File: config.mk
export PLATFORM = sky130hd
export DESIGN_NAME = touch_trimmed_mean_calibrate
export DESIGN_NICKNAME = d
export VERILOG_FILES = /design/src/design/ttmc_pkg.sv /design/src/design/ttmc_accum.sv /design/src/design/ttmc_divider.sv /design/src/design/ttmc_scale.sv /design/src/design/ttmc_merge.sv /design/src/design/touch_trimmed_mean_calibrate.sv
export SDC_FILE = /design/constraint.sdc
export NUM_CORES = 2
export LEC_CHECK = 0
export BUFFER_PORTS_ARGS = -buffer_cell sky130_fd_sc_hd__buf_2
export CAP_MARGIN = 5
export CELL_PAD_IN_SITES_DETAIL_PLACEMENT = 1
export CELL_PAD_IN_SITES_GLOBAL_PLACEMENT = 1
export CORE_UTILIZATION = 51
export DETAILED_ROUTE_END_ITERATION = 8
export MAX_ROUTING_LAYER = met4
export PLACE_DENSITY_LB_ADDON = 0.1
export SYNTH_ARGS = -nofsm -noshare
export SYNTH_HDL_FRONTEND = slang
export SYNTH_SLANG_ARGS = --single-unit
File: constraint.sdc
create_clock -name clk -period 7.9 [get_ports clk]
set_input_delay 1.185 -clock clk [delete_from_list [all_inputs] [get_ports clk]]
set_output_delay 1.185 -clock clk [all_outputs]
set_load 0.005 [all_outputs]
File: src/design/ttmc_pkg.sv
// shared constants, types and register codes for the touch trimmed-mean calibrator
package ttmc_pkg;

  // raw sample and collection
  localparam int RAW_W    = 12;
  localparam int RAW_MAX  = 4095;
  localparam int SAMPLES  = 5;
  localparam int COUNT_W  = $clog2(SAMPLES);
  localparam int TOTAL_W  = $clog2(SAMPLES * (RAW_MAX + 1));

  // trimmed mean by reciprocal multiply
  localparam int TRIM_DIV    = SAMPLES - 2;
  localparam int RECIP_SHIFT = 16;
  localparam int RECIP_W     = RECIP_SHIFT + 1;
  localparam int MEAN_RECIP  = (1 << RECIP_SHIFT) / TRIM_DIV;

  // screen and mapping arithmetic
  localparam int SCREEN_WIDTH  = 800;
  localparam int SCREEN_HEIGHT = 480;
  localparam int SCREEN_MAX    = (SCREEN_WIDTH > SCREEN_HEIGHT) ? SCREEN_WIDTH : SCREEN_HEIGHT;
  localparam int TGT_W         = $clog2(SCREEN_MAX + 1);
  localparam int OFS_W         = RAW_W + 1;
  localparam int PROD_W        = OFS_W + TGT_W + 1;
  localparam int MAG_W         = PROD_W - 1;
  localparam int V_W           = PROD_W + 1;
  localparam int SX_W          = $clog2(SCREEN_WIDTH);
  localparam int SY_W          = $clog2(SCREEN_HEIGHT);

  // stream payload
  localparam int IN_DATA_W  = 2 * RAW_W;
  localparam int OUT_FLD_W  = 2 * RAW_W + SX_W + SY_W;
  localparam int OUT_DATA_W = ((OUT_FLD_W + 7) / 8) * 8;

  // configuration port
  localparam int ADDR_W = 5;
  localparam int REG_W  = 3;
  localparam logic [REG_W-1:0] REG_X_LOW  = 3'd0;
  localparam logic [REG_W-1:0] REG_X_HIGH = 3'd1;
  localparam logic [REG_W-1:0] REG_Y_LOW  = 3'd2;
  localparam logic [REG_W-1:0] REG_Y_HIGH = 3'd3;
  localparam logic [REG_W-1:0] REG_SWAP   = 3'd4;
  localparam logic [REG_W-1:0] REG_FLIP_X = 3'd5;
  localparam logic [REG_W-1:0] REG_FLIP_Y = 3'd6;

  // per-axis calibration handed to one lane
  typedef struct packed {
    logic [RAW_W-1:0] low;
    logic [RAW_W-1:0] high;
    logic [TGT_W-1:0] target;
    logic             flip;
  } axis_cfg_t;

  // sequencing from the top level to a lane
  typedef struct packed {
    logic start;
    logic take;
  } lane_ctl_t;

  // what a lane hands to the merge stage
  typedef struct packed {
    logic                  done;
    logic [RAW_W-1:0]      mean;
    logic signed [V_W-1:0] v;
  } lane_res_t;

endpackage

File: src/design/ttmc_accum.sv
// per-axis running sum, minimum and maximum over pen-down samples
module ttmc_accum (
  input  logic                          clk,
  input  logic                          rst,
  input  logic                          add,
  input  logic                          clear,
  input  logic [ttmc_pkg::RAW_W-1:0]    sample,
  output logic [ttmc_pkg::TOTAL_W-1:0]  trim
);

  logic [ttmc_pkg::TOTAL_W-1:0] total;
  logic [ttmc_pkg::RAW_W-1:0]   least;
  logic [ttmc_pkg::RAW_W-1:0]   most;

  always_ff @(posedge clk) begin
    if (rst || clear) begin
      total <= '0;
      least <= ttmc_pkg::RAW_W'(ttmc_pkg::RAW_MAX);
      most  <= '0;
    end else if (add) begin
      total <= total + ttmc_pkg::TOTAL_W'(sample);
      if (sample < least) least <= sample;
      if (sample > most) most <= sample;
    end
  end

  // sum with the extremes removed
  assign trim = total - ttmc_pkg::TOTAL_W'(least) - ttmc_pkg::TOTAL_W'(most);

endmodule

File: src/design/ttmc_divider.sv
// restoring unsigned divider, one quotient bit per cycle
module ttmc_divider (
  input  logic                        clk,
  input  logic                        rst,
  input  logic                        start,
  input  logic [ttmc_pkg::MAG_W-1:0]  dividend,
  input  logic [ttmc_pkg::RAW_W-1:0]  divisor,
  output logic                        done,
  output logic [ttmc_pkg::MAG_W-1:0]  quotient
);

  localparam int CNT_W = $clog2(ttmc_pkg::MAG_W + 1);

  logic [ttmc_pkg::RAW_W-1:0] rem;
  logic [ttmc_pkg::RAW_W-1:0] dvs;
  logic [CNT_W-1:0]           cnt;
  logic                       busy;
  logic [ttmc_pkg::RAW_W:0]   shifted;
  logic                       ge;
  logic [ttmc_pkg::RAW_W:0]   diff;

  assign shifted = {rem, quotient[ttmc_pkg::MAG_W-1]};
  assign ge      = shifted >= {1'b0, dvs};
  assign diff    = shifted - {1'b0, dvs};

  always_ff @(posedge clk) begin
    if (rst) begin
      busy <= 1'b0;
      done <= 1'b0;
      cnt  <= '0;
    end else begin
      done <= 1'b0;
      if (start) begin
        busy <= 1'b1;
        cnt  <= CNT_W'(ttmc_pkg::MAG_W);
      end else if (busy) begin
        cnt <= cnt - 1'b1;
        if (cnt == CNT_W'(1)) begin
          busy <= 1'b0;
          done <= 1'b1;
        end
      end
    end
  end

  always_ff @(posedge clk) begin
    if (start) begin
      rem      <= '0;
      dvs      <= divisor;
      quotient <= dividend;
    end else if (busy) begin
      rem      <= ge ? diff[ttmc_pkg::RAW_W-1:0] : shifted[ttmc_pkg::RAW_W-1:0];
      quotient <= {quotient[ttmc_pkg::MAG_W-2:0], ge};
    end
  end

endmodule

File: src/design/ttmc_scale.sv
// one axis lane: trimmed mean, linear map through a signed divide, optional mirror
module ttmc_scale (
  input  logic                          clk,
  input  logic                          rst,
  input  ttmc_pkg::lane_ctl_t           ctl,
  input  ttmc_pkg::axis_cfg_t           cfg,
  input  logic [ttmc_pkg::TOTAL_W-1:0]  trim,
  output ttmc_pkg::lane_res_t           res
);

  localparam logic [2:0] SC_IDLE  = 3'd0;
  localparam logic [2:0] SC_RECIP = 3'd1;
  localparam logic [2:0] SC_MEAN  = 3'd2;
  localparam logic [2:0] SC_PROD  = 3'd3;
  localparam logic [2:0] SC_DIV   = 3'd4;
  localparam logic [2:0] SC_WAIT  = 3'd5;
  localparam logic [2:0] SC_DONE  = 3'd6;

  localparam int RMUL_W = ttmc_pkg::TOTAL_W + ttmc_pkg::RECIP_W;

  logic [2:0]                          state;
  logic [ttmc_pkg::TOTAL_W-1:0]        trim_r;
  logic [RMUL_W-1:0]                   rmul;
  logic [ttmc_pkg::RAW_W-1:0]          q_est;
  logic [ttmc_pkg::TOTAL_W-1:0]        resid;
  logic [ttmc_pkg::RAW_W-1:0]          mean;
  logic signed [ttmc_pkg::OFS_W-1:0]   ofs;
  logic signed [ttmc_pkg::OFS_W-1:0]   rng;
  logic signed [ttmc_pkg::PROD_W-1:0]  prod_now;
  logic [ttmc_pkg::MAG_W-1:0]          prod_mag;
  logic [ttmc_pkg::RAW_W-1:0]          rng_mag;
  logic                                neg;
  logic                                div_done;
  logic [ttmc_pkg::MAG_W-1:0]          quo;
  logic signed [ttmc_pkg::V_W-1:0]     q_signed;
  logic signed [ttmc_pkg::V_W-1:0]     v_mapped;
  logic signed [ttmc_pkg::V_W-1:0]     v;

  // floor(trim / TRIM_DIV) via reciprocal, at most one short
  assign rmul  = RMUL_W'(trim_r) * RMUL_W'(ttmc_pkg::MEAN_RECIP);
  assign resid = trim_r - ttmc_pkg::TOTAL_W'(q_est) * ttmc_pkg::TOTAL_W'(ttmc_pkg::TRIM_DIV);

  assign ofs = $signed({1'b0, mean}) - $signed({1'b0, cfg.low});
  assign rng = $signed({1'b0, cfg.high}) - $signed({1'b0, cfg.low});
  assign prod_now = ttmc_pkg::PROD_W'(ofs) * $signed(ttmc_pkg::PROD_W'(cfg.target));

  always_comb begin
    q_signed = $signed({2'b00, quo});
    if (neg) q_signed = -q_signed;
    if (cfg.flip) begin
      v_mapped = $signed(ttmc_pkg::V_W'(cfg.target)) - ttmc_pkg::V_W'(1) - q_signed;
    end else begin
      v_mapped = q_signed;
    end
  end

  always_ff @(posedge clk) begin
    if (rst) begin
      state <= SC_IDLE;
    end else begin
      case (state)
        SC_IDLE:  if (ctl.start) state <= SC_RECIP;
        SC_RECIP: state <= SC_MEAN;
        SC_MEAN:  state <= SC_PROD;
        SC_PROD:  state <= SC_DIV;
        SC_DIV:   state <= SC_WAIT;
        SC_WAIT:  if (div_done) state <= SC_DONE;
        SC_DONE:  if (ctl.take) state <= SC_IDLE;
        default:  state <= SC_IDLE;
      endcase
    end
  end

  always_ff @(posedge clk) begin
    if (state == SC_IDLE && ctl.start) trim_r <= trim;
    if (state == SC_RECIP) begin
      q_est <= rmul[ttmc_pkg::RECIP_SHIFT +: ttmc_pkg::RAW_W];
    end
    if (state == SC_MEAN) begin
      mean <= (resid >= ttmc_pkg::TOTAL_W'(ttmc_pkg::TRIM_DIV)) ? q_est + 1'b1 : q_est;
    end
    if (state == SC_PROD) begin
      // zero range counts as one
      prod_mag <= prod_now[ttmc_pkg::PROD_W-1] ? ttmc_pkg::MAG_W'(-prod_now)
                                               : ttmc_pkg::MAG_W'(prod_now);
      if (rng == '0) begin
        rng_mag <= ttmc_pkg::RAW_W'(1);
      end else if (rng[ttmc_pkg::OFS_W-1]) begin
        rng_mag <= ttmc_pkg::RAW_W'(-rng);
      end else begin
        rng_mag <= ttmc_pkg::RAW_W'(rng);
      end
      neg <= prod_now[ttmc_pkg::PROD_W-1] ^ rng[ttmc_pkg::OFS_W-1];
    end
    if (state == SC_WAIT && div_done) v <= v_mapped;
  end

  ttmc_divider u_div (
    .clk      (clk),
    .rst      (rst),
    .start    (state == SC_DIV),
    .dividend (prod_mag),
    .divisor  (rng_mag),
    .done     (div_done),
    .quotient (quo)
  );

  assign res.done = (state == SC_DONE);
  assign res.mean = mean;
  assign res.v    = v;

endmodule

File: src/design/ttmc_merge.sv
// joins both lanes: axis swap, clamp to the screen, output register
module ttmc_merge (
  input  logic                                 clk,
  input  logic                                 rst,
  input  logic                                 load_res,
  input  logic                                 load_zero,
  input  logic                                 swap,
  input  ttmc_pkg::lane_res_t                  res_x,
  input  ttmc_pkg::lane_res_t                  res_y,
  input  logic                                 m_tready,
  output logic                                 m_tvalid,
  output logic [ttmc_pkg::OUT_DATA_W-1:0]      m_tdata,
  output logic                                 m_tuser
);

  logic [ttmc_pkg::SX_W-1:0]  scr_x;
  logic [ttmc_pkg::SY_W-1:0]  scr_y;
  logic signed [ttmc_pkg::V_W-1:0] src_x;
  logic signed [ttmc_pkg::V_W-1:0] src_y;

  assign src_x = swap ? res_y.v : res_x.v;
  assign src_y = swap ? res_x.v : res_y.v;

  always_comb begin
    if (src_x < 0) begin
      scr_x = '0;
    end else if (src_x >= ttmc_pkg::V_W'(ttmc_pkg::SCREEN_WIDTH)) begin
      scr_x = ttmc_pkg::SX_W'(ttmc_pkg::SCREEN_WIDTH - 1);
    end else begin
      scr_x = src_x[ttmc_pkg::SX_W-1:0];
    end
    if (src_y < 0) begin
      scr_y = '0;
    end else if (src_y >= ttmc_pkg::V_W'(ttmc_pkg::SCREEN_HEIGHT)) begin
      scr_y = ttmc_pkg::SY_W'(ttmc_pkg::SCREEN_HEIGHT - 1);
    end else begin
      scr_y = src_y[ttmc_pkg::SY_W-1:0];
    end
  end

  always_ff @(posedge clk) begin
    if (rst) begin
      m_tvalid <= 1'b0;
    end else if (load_res || load_zero) begin
      m_tvalid <= 1'b1;
    end else if (m_tready) begin
      m_tvalid <= 1'b0;
    end
  end

  always_ff @(posedge clk) begin
    if (load_res) begin
      m_tuser <= 1'b1;
      m_tdata <= ttmc_pkg::OUT_DATA_W'({scr_y, scr_x, res_y.mean, res_x.mean});
    end else if (load_zero) begin
      m_tuser <= 1'b0;
      m_tdata <= '0;
    end
  end

endmodule

File: src/design/touch_trimmed_mean_calibrate.sv
// top level: resistive touch trimmed-mean filter with linear screen calibration
//
//  channel   dir  handshake         payload
//  s_*       in   tvalid/tready     tdata: sample_x[11:0], sample_y[23:12]; tuser: pen_down
//  m_*       out  tvalid/tready     tdata: mean_x, mean_y, screen_x, screen_y; tuser: touched
//  apb       in   psel/penable      7 registers at byte address 4*i, pready always high
//
//  a pen-down item that does not complete the set is only added to the collection
//  the item that completes the set starts both axis lanes, and no input is taken
//    until the result leaves; each lane holds a bit-serial divider
//  pen-up items are answered with a no-contact result; an item is taken only when the
//    output register is empty or being emptied in the same cycle
//  rst is synchronous and clears the collection and registers to defaults
module touch_trimmed_mean_calibrate (
  input  logic                                clk,
  input  logic                                rst,
  // input items
  input  logic                                s_tvalid,
  output logic                                s_tready,
  input  logic [ttmc_pkg::IN_DATA_W-1:0]      s_tdata,   // sample_x, sample_y
  input  logic                                s_tuser,   // pen_down
  // result items
  output logic                                m_tvalid,
  input  logic                                m_tready,
  output logic [ttmc_pkg::OUT_DATA_W-1:0]     m_tdata,   // mean_x, mean_y, screen_x, screen_y, zero pad
  output logic                                m_tuser,   // touched
  // configuration
  input  logic                                psel,
  input  logic                                penable,
  input  logic                                pwrite,
  input  logic [ttmc_pkg::ADDR_W-1:0]         paddr,
  input  logic [31:0]                         pwdata,
  output logic [31:0]                         prdata,
  output logic                                pready
);

  localparam logic [1:0] ST_COLLECT = 2'd0;
  localparam logic [1:0] ST_START   = 2'd1;
  localparam logic [1:0] ST_CALC    = 2'd2;

  // configuration registers
  logic [ttmc_pkg::RAW_W-1:0] x_raw_low;
  logic [ttmc_pkg::RAW_W-1:0] x_raw_high;
  logic [ttmc_pkg::RAW_W-1:0] y_raw_low;
  logic [ttmc_pkg::RAW_W-1:0] y_raw_high;
  logic                       swap_axes;
  logic                       flip_x;
  logic                       flip_y;

  logic [1:0]                     state;
  logic [ttmc_pkg::COUNT_W-1:0]   pair_count;
  logic                           accept;
  logic                           pen_down;
  logic                           last_pair;
  logic                           out_free;
  logic                           load_res;
  logic                           load_zero;
  logic                           cfg_wr;
  logic [ttmc_pkg::REG_W-1:0]     reg_idx;
  logic [ttmc_pkg::TOTAL_W-1:0]   trim_x;
  logic [ttmc_pkg::TOTAL_W-1:0]   trim_y;
  ttmc_pkg::lane_ctl_t            ctl;
  ttmc_pkg::axis_cfg_t            cfg_x;
  ttmc_pkg::axis_cfg_t            cfg_y;
  ttmc_pkg::lane_res_t            res_x;
  ttmc_pkg::lane_res_t            res_y;

  // apb register file, writes land on the access phase
  assign pready  = 1'b1;
  assign cfg_wr  = psel && penable && pwrite;
  assign reg_idx = paddr[ttmc_pkg::ADDR_W-1:2];

  always_ff @(posedge clk) begin
    if (rst) begin
      x_raw_low  <= '0;
      x_raw_high <= ttmc_pkg::RAW_W'(ttmc_pkg::RAW_MAX);
      y_raw_low  <= '0;
      y_raw_high <= ttmc_pkg::RAW_W'(ttmc_pkg::RAW_MAX);
      swap_axes  <= 1'b0;
      flip_x     <= 1'b0;
      flip_y     <= 1'b0;
    end else if (cfg_wr) begin
      case (reg_idx)
        ttmc_pkg::REG_X_LOW:  x_raw_low  <= pwdata[ttmc_pkg::RAW_W-1:0];
        ttmc_pkg::REG_X_HIGH: x_raw_high <= pwdata[ttmc_pkg::RAW_W-1:0];
        ttmc_pkg::REG_Y_LOW:  y_raw_low  <= pwdata[ttmc_pkg::RAW_W-1:0];
        ttmc_pkg::REG_Y_HIGH: y_raw_high <= pwdata[ttmc_pkg::RAW_W-1:0];
        ttmc_pkg::REG_SWAP:   swap_axes  <= pwdata[0];
        ttmc_pkg::REG_FLIP_X: flip_x     <= pwdata[0];
        ttmc_pkg::REG_FLIP_Y: flip_y     <= pwdata[0];
        default: ;
      endcase
    end
  end

  always_comb begin
    case (reg_idx)
      ttmc_pkg::REG_X_LOW:  prdata = 32'(x_raw_low);
      ttmc_pkg::REG_X_HIGH: prdata = 32'(x_raw_high);
      ttmc_pkg::REG_Y_LOW:  prdata = 32'(y_raw_low);
      ttmc_pkg::REG_Y_HIGH: prdata = 32'(y_raw_high);
      ttmc_pkg::REG_SWAP:   prdata = 32'(swap_axes);
      ttmc_pkg::REG_FLIP_X: prdata = 32'(flip_x);
      ttmc_pkg::REG_FLIP_Y: prdata = 32'(flip_y);
      default:              prdata = '0;
    endcase
  end

  // input handshake: only while collecting and with room for a result
  assign out_free  = !m_tvalid || m_tready;
  assign s_tready  = (state == ST_COLLECT) && out_free;
  assign accept    = s_tvalid && s_tready;
  assign pen_down  = s_tuser;
  assign last_pair = (pair_count == ttmc_pkg::COUNT_W'(ttmc_pkg::SAMPLES - 1));

  // both lanes finish together; the result leaves once the output slot is free
  assign load_res  = (state == ST_CALC) && res_x.done && res_y.done && out_free;
  assign load_zero = accept && !pen_down;

  always_ff @(posedge clk) begin
    if (rst) begin
      state      <= ST_COLLECT;
      pair_count <= '0;
    end else begin
      case (state)
        ST_COLLECT: begin
          if (accept) begin
            if (!pen_down || last_pair) begin
              pair_count <= '0;
            end else begin
              pair_count <= pair_count + 1'b1;
            end
            if (pen_down && last_pair) state <= ST_START;
          end
        end
        ST_START: state <= ST_CALC;
        ST_CALC:  if (load_res) state <= ST_COLLECT;
        default:  state <= ST_COLLECT;
      endcase
    end
  end

  assign ctl.start = (state == ST_START);
  assign ctl.take  = load_res;

  // target dimension follows the swap: raw x drives screen y when swapped
  assign cfg_x.low    = x_raw_low;
  assign cfg_x.high   = x_raw_high;
  assign cfg_x.target = swap_axes ? ttmc_pkg::TGT_W'(ttmc_pkg::SCREEN_HEIGHT)
                                  : ttmc_pkg::TGT_W'(ttmc_pkg::SCREEN_WIDTH);
  assign cfg_x.flip   = flip_x;
  assign cfg_y.low    = y_raw_low;
  assign cfg_y.high   = y_raw_high;
  assign cfg_y.target = swap_axes ? ttmc_pkg::TGT_W'(ttmc_pkg::SCREEN_WIDTH)
                                  : ttmc_pkg::TGT_W'(ttmc_pkg::SCREEN_HEIGHT);
  assign cfg_y.flip   = flip_y;

  // x lane
  ttmc_accum u_acc_x (
    .clk    (clk),
    .rst    (rst),
    .add    (accept && pen_down),
    .clear  (load_zero || load_res),
    .sample (s_tdata[ttmc_pkg::RAW_W-1:0]),
    .trim   (trim_x)
  );

  ttmc_scale u_lane_x (
    .clk  (clk),
    .rst  (rst),
    .ctl  (ctl),
    .cfg  (cfg_x),
    .trim (trim_x),
    .res  (res_x)
  );

  // y lane
  ttmc_accum u_acc_y (
    .clk    (clk),
    .rst    (rst),
    .add    (accept && pen_down),
    .clear  (load_zero || load_res),
    .sample (s_tdata[2*ttmc_pkg::RAW_W-1:ttmc_pkg::RAW_W]),
    .trim   (trim_y)
  );

  ttmc_scale u_lane_y (
    .clk  (clk),
    .rst  (rst),
    .ctl  (ctl),
    .cfg  (cfg_y),
    .trim (trim_y),
    .res  (res_y)
  );

  ttmc_merge u_merge (
    .clk       (clk),
    .rst       (rst),
    .load_res  (load_res),
    .load_zero (load_zero),
    .swap      (swap_axes),
    .res_x     (res_x),
    .res_y     (res_y),
    .m_tready  (m_tready),
    .m_tvalid  (m_tvalid),
    .m_tdata   (m_tdata),
    .m_tuser   (m_tuser)
  );

  // lanes run in lockstep
  a_lanes_lockstep: assert property (@(posedge clk) disable iff (rst)
    res_x.done == res_y.done)
    else $error("axis lanes out of step");

  // a no-contact result carries all-zero fields
  a_untouched_zero: assert property (@(posedge clk) disable iff (rst)
    (m_tvalid && !m_tuser) |-> (m_tdata == '0))
    else $error("no-contact result with nonzero fields");

  // the collection restarts when a set is handed to the lanes
  a_count_restart: assert property (@(posedge clk) disable iff (rst)
    (state == ST_START) |-> (pair_count == '0))
    else $error("pair count not cleared at set completion");

  // no input is taken while a set is being computed
  a_no_accept_busy: assert property (@(posedge clk) disable iff (rst)
    (state != ST_COLLECT) |-> !s_tready)
    else $error("input taken during computation");

endmodule

# Word level (Yosys, flattened, before mapping)

Cells that the tools add are included.

$mul: 6
Equal/unequal tests: 32
Divide/modulo/power cells: 0
Reductions and logical operators: 49
Bitwise operators: 4
Add/subtract/negate cells: 29
Shift-type cells: 0
Multiplexer cells: 52
Order comparisons: 12

Operators by type and width:

| cell                                                                     | number |
|---|---|
| 25-bit 2-to-1 mux                                                        | 6 |
| 23-bit 2-to-1 mux                                                        | 6 |
| 43-bit 2-to-1 mux                                                        | 2 |
| 12-bit case mux with 7 select lines                                      | 1 |
| 12-bit 2-to-1 mux                                                        | 6 |
| 15-bit by 12-bit subtractor with 15-bit output                           | 4 |
| 15-bit by 15-bit multiplier with 28-bit output (second input constant)   | 2 |
| 12-bit by 12-bit subtractor with 13-bit output                           | 4 |
| 25-bit by 1-bit < comparator with 1-bit output (second input constant)   | 2 |
| 23-bit negation with 25-bit output                                       | 2 |
| 25-bit subtractor                                                        | 2 |
| 13-bit by 11-bit multiplier with 24-bit output                           | 2 |
| 23-bit negation                                                          | 2 |
| 3-bit case mux with 7 select lines                                       | 2 |
| 10-bit 2-to-1 mux                                                        | 4 |
| 15-bit by 12-bit adder with 15-bit output                                | 2 |
| 3-bit == test (second input constant)                                    | 10 |
| 15-bit by 2-bit >= comparator with 1-bit output (second input constant)  | 2 |
| 15-bit by 14-bit subtractor with 15-bit output                           | 2 |
| 12-bit by 2-bit multiplier with 14-bit output (second input constant)    | 2 |
| 13-bit by 12-bit >= comparator with 1-bit output                         | 2 |
| 13-bit logical NOT                                                       | 2 |
| 25-bit by 10-bit >= comparator with 1-bit output (second input constant) | 1 |
| 25-bit by 11-bit >= comparator with 1-bit output (second input constant) | 1 |
| 33 further kinds                                                         | 113 |

Input bits: 69
Latch bits: 0
Register bits after elaboration: 493
Memories kept: 0
Bits in writable memories: 0
Output and inout port bits: 84
Memory bits (read-only): 0

# Longest topological paths before layout

Depth in word-level cells: 7
Mapped depth: 28
Mapped depth without buffers: 27

# Hierarchy

Synthesis repeated with hierarchy kept, for this count alone.

Cells, all modules: 5511
Area total of the unflattened synthesis: 52106.2 um^2

By module, submodules not included:

| module                       | times used | cells each | area each (um^2) |
|---|---|---|---|
| ttmc_scale (u_lane_x)        | 1          | 1869       | 17321.6 |
| ttmc_scale (u_lane_y)        | 1          | 1869       | 17271.6 |
| ttmc_accum                   | 2          | 386        | 3364.5 |
| ttmc_divider                 | 2          | 247        | 2876.5 |
| touch_trimmed_mean_calibrate | 1          | 318        | 2712.6 |
| ttmc_merge                   | 1          | 189        | 2318.5 |

# Least setup slack after synthesis

No wires, ideal clock.

Path type: register to register
Start: reg x_raw_low[1] in the netlist's numbering
End: reg u_lane_x.prod_mag[14] in the netlist's numbering, data pin
Slack: 1110 ps
Arrival: 6523 ps
Buffers on the path: 1
Cell stages (with the launch flop): 28
Period minus slack after synthesis: 6790 ps
Path through: dfxtp_1 -> inv_1 -> ha_1 -> nor2b_1 -> o21a_1 -> o21ai_0 -> a211oi_1 -> a2111oi_0 -> nor3_1 -> xor2_1 -> and2_1 -> fa_1 -> fa_1 -> inv_1 -> fa_1 -> inv_1 -> ha_1 -> ha_1 -> ha_1 -> and3_1 -> a21oi_1 -> a31oi_1 -> a31oi_1 -> xnor2_1 -> xnor2_1 -> clkbuf_1 -> nor2_1 -> xor2_1

Longest elaborated chain between the ends: 4

RTL lines:

| element                                          | RTL line                           | source |
|---|---|---|
| from (decl)                                      | touch_trimmed_mean_calibrate.sv:42 | `logic [ttmc_pkg::RAW_W-1:0] x_raw_low;` |
| from (signal assigned)                           | touch_trimmed_mean_calibrate.sv:84 | `ttmc_pkg::REG_X_LOW: x_raw_low <= pwdata[ttmc_pkg::RAW_W-1:0];` |
| 12-bit by 12-bit subtractor with 13-bit output * | ttmc_scale.sv:43                   | `assign ofs = $signed({1'b0, mean}) - $signed({1'b0, cfg.low});` |
| 13-bit by 11-bit multiplier with 24-bit output * | ttmc_scale.sv:45                   | `assign prod_now = ttmc_pkg::PROD_W'(ofs) * $signed(ttmc_pkg::PROD_W'(cfg.target));` |
| 23-bit negation                                  | ttmc_scale.sv:84                   | `prod_mag <= prod_now[ttmc_pkg::PROD_W-1] ? ttmc_pkg::MAG_W'(-prod_now)` |
| 23-bit 2-to-1 mux *                              | ttmc_scale.sv:84                   |  |
| to (signal assigned)                             | ttmc_scale.sv:84                   |  |
| to (decl)                                        | ttmc_scale.sv:30                   | `logic [ttmc_pkg::MAG_W-1:0] prod_mag;` |

Mark *: on every way between the ends. The rest lies on a longest branch, timed or not.
A chain may end at the register's enable or synchronous reset.

# Final worst setup path

Start: reg x_raw_low[1] in the netlist's numbering
End: reg u_lane_x.prod_mag[6] in the netlist's numbering, data pin

The elaborated chain is that of the path after synthesis.

==> results_tabular.tex <==
\begin{tabular}{lr}
\hline
Metric & Value \\
\hline
\multicolumn{2}{l}{\textbf{GRT}} \\
Remaining global-route overflow & 0 \\
Maximum number of pins on one net before global-route repair & 53 \\
Initial antenna violation count & 13 \\
GRT Total Usage & 0.2662 \\
Via count of the first global-routing pass & 32690 \\
Global-route wire length before repair & 171500 um \\
\multicolumn{2}{l}{\textbf{Timing}} \\
Final Cycle Share & 0.9120 \\
Headroom to the max-slew limit & 0.2136 \\
Fin Clk Skew & 0.01895 ns \\
Final Hold Slack & 0.4203 ns \\
Setup TNS Final & 0 ns \\
Number of endpoints failing setup at the final stage & 0 \\
Final Hold Violating Endpoints & 0 \\
Measured slew at the worst slew-check pin & 1.180 ns \\
Post-layout minimum cycle time & 7.204 ns \\
Unrepaired setup endpoints after global routing & false \\
Final number of max-transition violations & 0 \\
Fmax achieved & 138.8 MHz \\
\multicolumn{2}{l}{\textbf{Yosys}} \\
Area share of the leading cell type in the synthesized netlist & 0.2164 \\
Number of cells produced by synthesis & 4342 \\
Synth top area cells & sky130\_fd\_sc\_hd\_\_edfxtp\_1, sky130\_fd\_sc\_hd\_\_ha\_1, sky130\_fd\_sc\_hd\_\_fa\_1, sky130\_fd\_sc\_hd\_\_dfxtp\_1, sky130\_fd\_sc\_hd\_\_inv\_1 \\
Most common flop cell mapped by yosys & sky130\_fd\_sc\_hd\_\_edfxtp\_1 \\
Cell Area, Synth & 42040 um\^{}2 \\
Most area-hungry cell type in the Yosys netlist & sky130\_fd\_sc\_hd\_\_edfxtp\_1 \\
Syn\_area\_per\_cell & 9.682 um\^{}2 \\
Sequential fraction of the synthesis area & 0.3022 \\
Warning count from the yosys run & 0 \\
Proportion of synthesized flip-flops having asynchronous set or reset & 0 \\
Register bit count reported by yosys & 483 \\
Post-synthesis cell type count & 81 \\
Post-synth EDFFs & 303 \\
\multicolumn{2}{l}{\textbf{Setup path}} \\
Worst EP required & 8.28 ns \\
Destination of the critical timing path & u\_lane\_x.prod\_mag[6] \\
R2R Path Start & x\_raw\_low[1] \\
Worst Setup Path Type & flop to flop \\
Startpoint of the worst setup timing path & x\_raw\_low[1] \\
Worst r2r dst & u\_lane\_x.prod\_mag[6] \\
Depth of the worst register-to-register path & 26 \\
Worst reg2reg setup slack & 0.70 ns \\
Crit-path max FO & 18 \\
Startpoint Class & flop \\
Worst Setup End Kind & flop \\
Worst endpoint data arrival time & 7.59 ns \\
\multicolumn{2}{l}{\textbf{Clock tree}} \\
Clock-pin transition on the worst setup and hold timing paths & 0.06 ns \\
Post-CTS Setup Inserts & 0 \\
Hold bufs inserted after CTS & 0 \\
TritonCTS clock tree & yes \\
PostCTS Resize Cnt & 0 \\
Number of buffers between clock root and the deepest sink & 3 \\
Latest clock arrival within the worst-skew pair & 0.64 ns \\
Number of levels the H-tree was split into & 2 \\
Sinks on Clock Net & 483 \\
CTS root buffer & sky130\_fd\_sc\_hd\_\_clkbuf\_16 \\
Inserted Clock Buffers & 56 \\
\multicolumn{2}{l}{\textbf{Cells and area}} \\
Post-Route Utilization & 0.5636 \\
Register area & 12700 um\^{}2 \\
Layout net count & 5323 \\
Layout cells sized above 1 & 0.06980 \\
Layout overhead on the synthesized area & 8.688\% \\
Number of filler cells placed in the layout & 9118 \\
Combined area of the multi-input logic cells & 26610 um\^{}2 \\
\multicolumn{2}{l}{\textbf{Floorplan}} \\
Overall die area & 83580 um\^{}2 \\
Number of placement rows & 104 \\
Chip width & 289.1 um \\
Area of the placeable core & 81070 um\^{}2 \\
Initial Util & 0.5186 \\
I/O Pins & 153 \\
Die boundary height & 289.1 um \\
\multicolumn{2}{l}{\textbf{Power and ir drop}} \\
Power density cells & 143.1 nW/um\^{}2 \\
Lkg Pwr & 20.54 nW \\
Max rail drop VDD & 168.4 uV \\
\multicolumn{2}{l}{\textbf{Drt}} \\
Number of nets still failing antenna checks after routing & 0 \\
DR pass1 iterations & 5 \\
WL per Instance & 19.16 um \\
Routed WL & 106500 um \\
DR vias & 30850 \\
DR vias/cell & 5.553 \\
Initial DRC count & 1248 \\
Number of remaining DRC errors & 0 \\
\multicolumn{2}{l}{\textbf{Min path}} \\
Tightest Hold Check Type & flop to flop \\
\multicolumn{2}{l}{\textbf{Placement}} \\
Count of port buffers added during placement & 104 \\
HPWL after DPL & 86220 um \\
Routability Congestion & 0.8818 \\
\multicolumn{2}{l}{\textbf{Outcome}} \\
Status & finished clean \\
\multicolumn{2}{l}{\textbf{Flow run}} \\
Max-cap violation count & 0 \\
\hline
\end{tabular}
## metrics by stage
stage	total power, mW	instance area [um^2]	setup WS [ns]	std cells
floorplan	3.616	42130	1.110	4366
global placement	3.832	43740	0.7595	5438
detailed placement	3.869	43740	0.6458	5438
CTS	6.612	45660	0.6227	5544
global route	6.825	45680	0.08163	5549
finish	6.537	45690	0.6956	5555
## sequential cells by signal (all words and copies together), names as in the netlist, 18 cells and up
signal / count
u_lane_x.u_div.quotient: 23
u_lane_y.prod_mag: 18
u_lane_x.prod_mag: 18
u_lane_x.v: 25
u_merge.m_tdata: 43
u_lane_y.v: 25
u_lane_y.u_div.quotient: 23
## cell usage in the layout (no fill, tap or decap), drive strengths merged, types with 29 or more instances in the layout
cell,n
a211o,32
a21o,67
a21oi,205
and2,68
buf,143
clkbuf,77
dfxtp,180
edfxtp,303
fa,246
ha,572
inv,613
mux2i,104
nand2,359
nand2b,44
nand3,49
nand4,29
nor2,255
nor2b,80
nor3,89
nor4,29
o21a,34
o21ai,158
or3,41
xnor2,192
xor2,136
## worst min path at each step
| stage | from | end | slack [ns] | cells after the start |
|---|---|---|---|---|
| after floorplan | u_lane_x.rng_mag[0] | u_lane_x.u_div.dvs[0] | 0.40 | 0 |
| after global placement | u_lane_y.rng_mag[10] | u_lane_y.u_div.dvs[10] | 0.40 | 0 |
| after detailed placement | u_lane_y.rng_mag[11] | u_lane_y.u_div.dvs[11] | 0.41 | 0 |
| after CTS | u_lane_x.rng_mag[1] | u_lane_x.u_div.dvs[1] | 0.42 | 0 |
| after global routing | u_lane_x.rng_mag[3] | u_lane_x.u_div.dvs[3] | 0.43 | 0 |
| final | u_lane_y.rng_mag[9] | u_lane_y.u_div.dvs[9] | 0.42 | 0 |
## Yosys cell counts, types with 26 or more instances
library cell,instances
sky130_fd_sc_hd__o21a_1,34
sky130_fd_sc_hd__fa_1,246
sky130_fd_sc_hd__xor2_1,135
sky130_fd_sc_hd__nand4_1,29
sky130_fd_sc_hd__edfxtp_1,303
sky130_fd_sc_hd__xnor2_1,192
sky130_fd_sc_hd__nand2_1,359
sky130_fd_sc_hd__nand2b_1,44
sky130_fd_sc_hd__buf_4,26
sky130_fd_sc_hd__nand3_1,48
sky130_fd_sc_hd__inv_1,606
sky130_fd_sc_hd__nor3_1,89
sky130_fd_sc_hd__dfxtp_1,180
sky130_fd_sc_hd__nor2_1,255
sky130_fd_sc_hd__a211oi_1,27
sky130_fd_sc_hd__mux2i_1,104
sky130_fd_sc_hd__a211o_1,32
sky130_fd_sc_hd__nor2b_1,80
sky130_fd_sc_hd__o21ai_0,152
sky130_fd_sc_hd__a21oi_1,205
sky130_fd_sc_hd__a21o_1,67
sky130_fd_sc_hd__or2_2,26
sky130_fd_sc_hd__ha_1,572
sky130_fd_sc_hd__clkbuf_1,98
sky130_fd_sc_hd__or3_1,40
sky130_fd_sc_hd__and2_1,68
sky130_fd_sc_hd__nor4_1,29
## cell families (layout without fill, tap and decap cells)
logic type,count (synthesis),count (layout),share of synthesized area
and+or+nand+nor,1140,1140,0.1316
adders and majority gates,818,818,0.2874
buffers and inverters,739,857,0.06840
AOI/OAI and AO/OA,707,707,0.1082
DFF,483,483,0.3022
xor gates and xnor gates,328,328,0.06852
muxes,125,125,0.03360
other,2,37,0.0001786
## per-layer routing
metal,GRT usage,vias to the layer above,wire length (um)
met4,0.05474,0,1948
met1,0.3347,15250,47230
met5,-,-,0
met2,0.4559,440,52060
met3,0.03669,121,5222
li1,-,15030,-
## report_power, final
part / switching (mW) / internal [mW]
Combinational: 0.585 / 0.452
Sequential: 0.0373 / 2.74
Clock: 1.13 / 1.59
Total: 1.75 / 4.78
## critical path: stages (launching register included)
cell                        delay, ns
sky130_fd_sc_hd__dfxtp_1         0.41
sky130_fd_sc_hd__inv_1           0.13
sky130_fd_sc_hd__ha_1            0.30
sky130_fd_sc_hd__nor2b_1         0.13
sky130_fd_sc_hd__o21a_1          0.17
sky130_fd_sc_hd__o21ai_0         0.32
sky130_fd_sc_hd__a211oi_1        0.16
sky130_fd_sc_hd__a2111oi_0       0.40
sky130_fd_sc_hd__nor3_1          0.12
sky130_fd_sc_hd__xor2_1          0.40
sky130_fd_sc_hd__and2_1          0.25
sky130_fd_sc_hd__fa_1            0.47
sky130_fd_sc_hd__fa_1            0.50
sky130_fd_sc_hd__inv_1           0.05
sky130_fd_sc_hd__fa_1            0.53
sky130_fd_sc_hd__inv_1           0.04
sky130_fd_sc_hd__ha_1            0.29
sky130_fd_sc_hd__ha_1            0.31
sky130_fd_sc_hd__ha_1            0.34
sky130_fd_sc_hd__and3_1          0.19
sky130_fd_sc_hd__a21oi_1         0.16
sky130_fd_sc_hd__a31oi_1         0.16
sky130_fd_sc_hd__a31oi_1         0.23
sky130_fd_sc_hd__xnor2_1         0.16
sky130_fd_sc_hd__xnor2_1         0.14
sky130_fd_sc_hd__buf_4           0.24
sky130_fd_sc_hd__mux2_2          0.36
## cell type report
class | count | area share
Clock buffer | 77 | 0.03483
Antenna cell | 11 | 0.0006025
Sequential cell | 483 | 0.2780
Clock inverter | 29 | 0.007339
Tap cell | 1060 | 0.02903
Multi-Input combinational cell | 3144 | 0.5824
Inverter | 608 | 0.04995
Timing Repair Buffer | 143 | 0.01780
(Power assumes the default switching activity.)
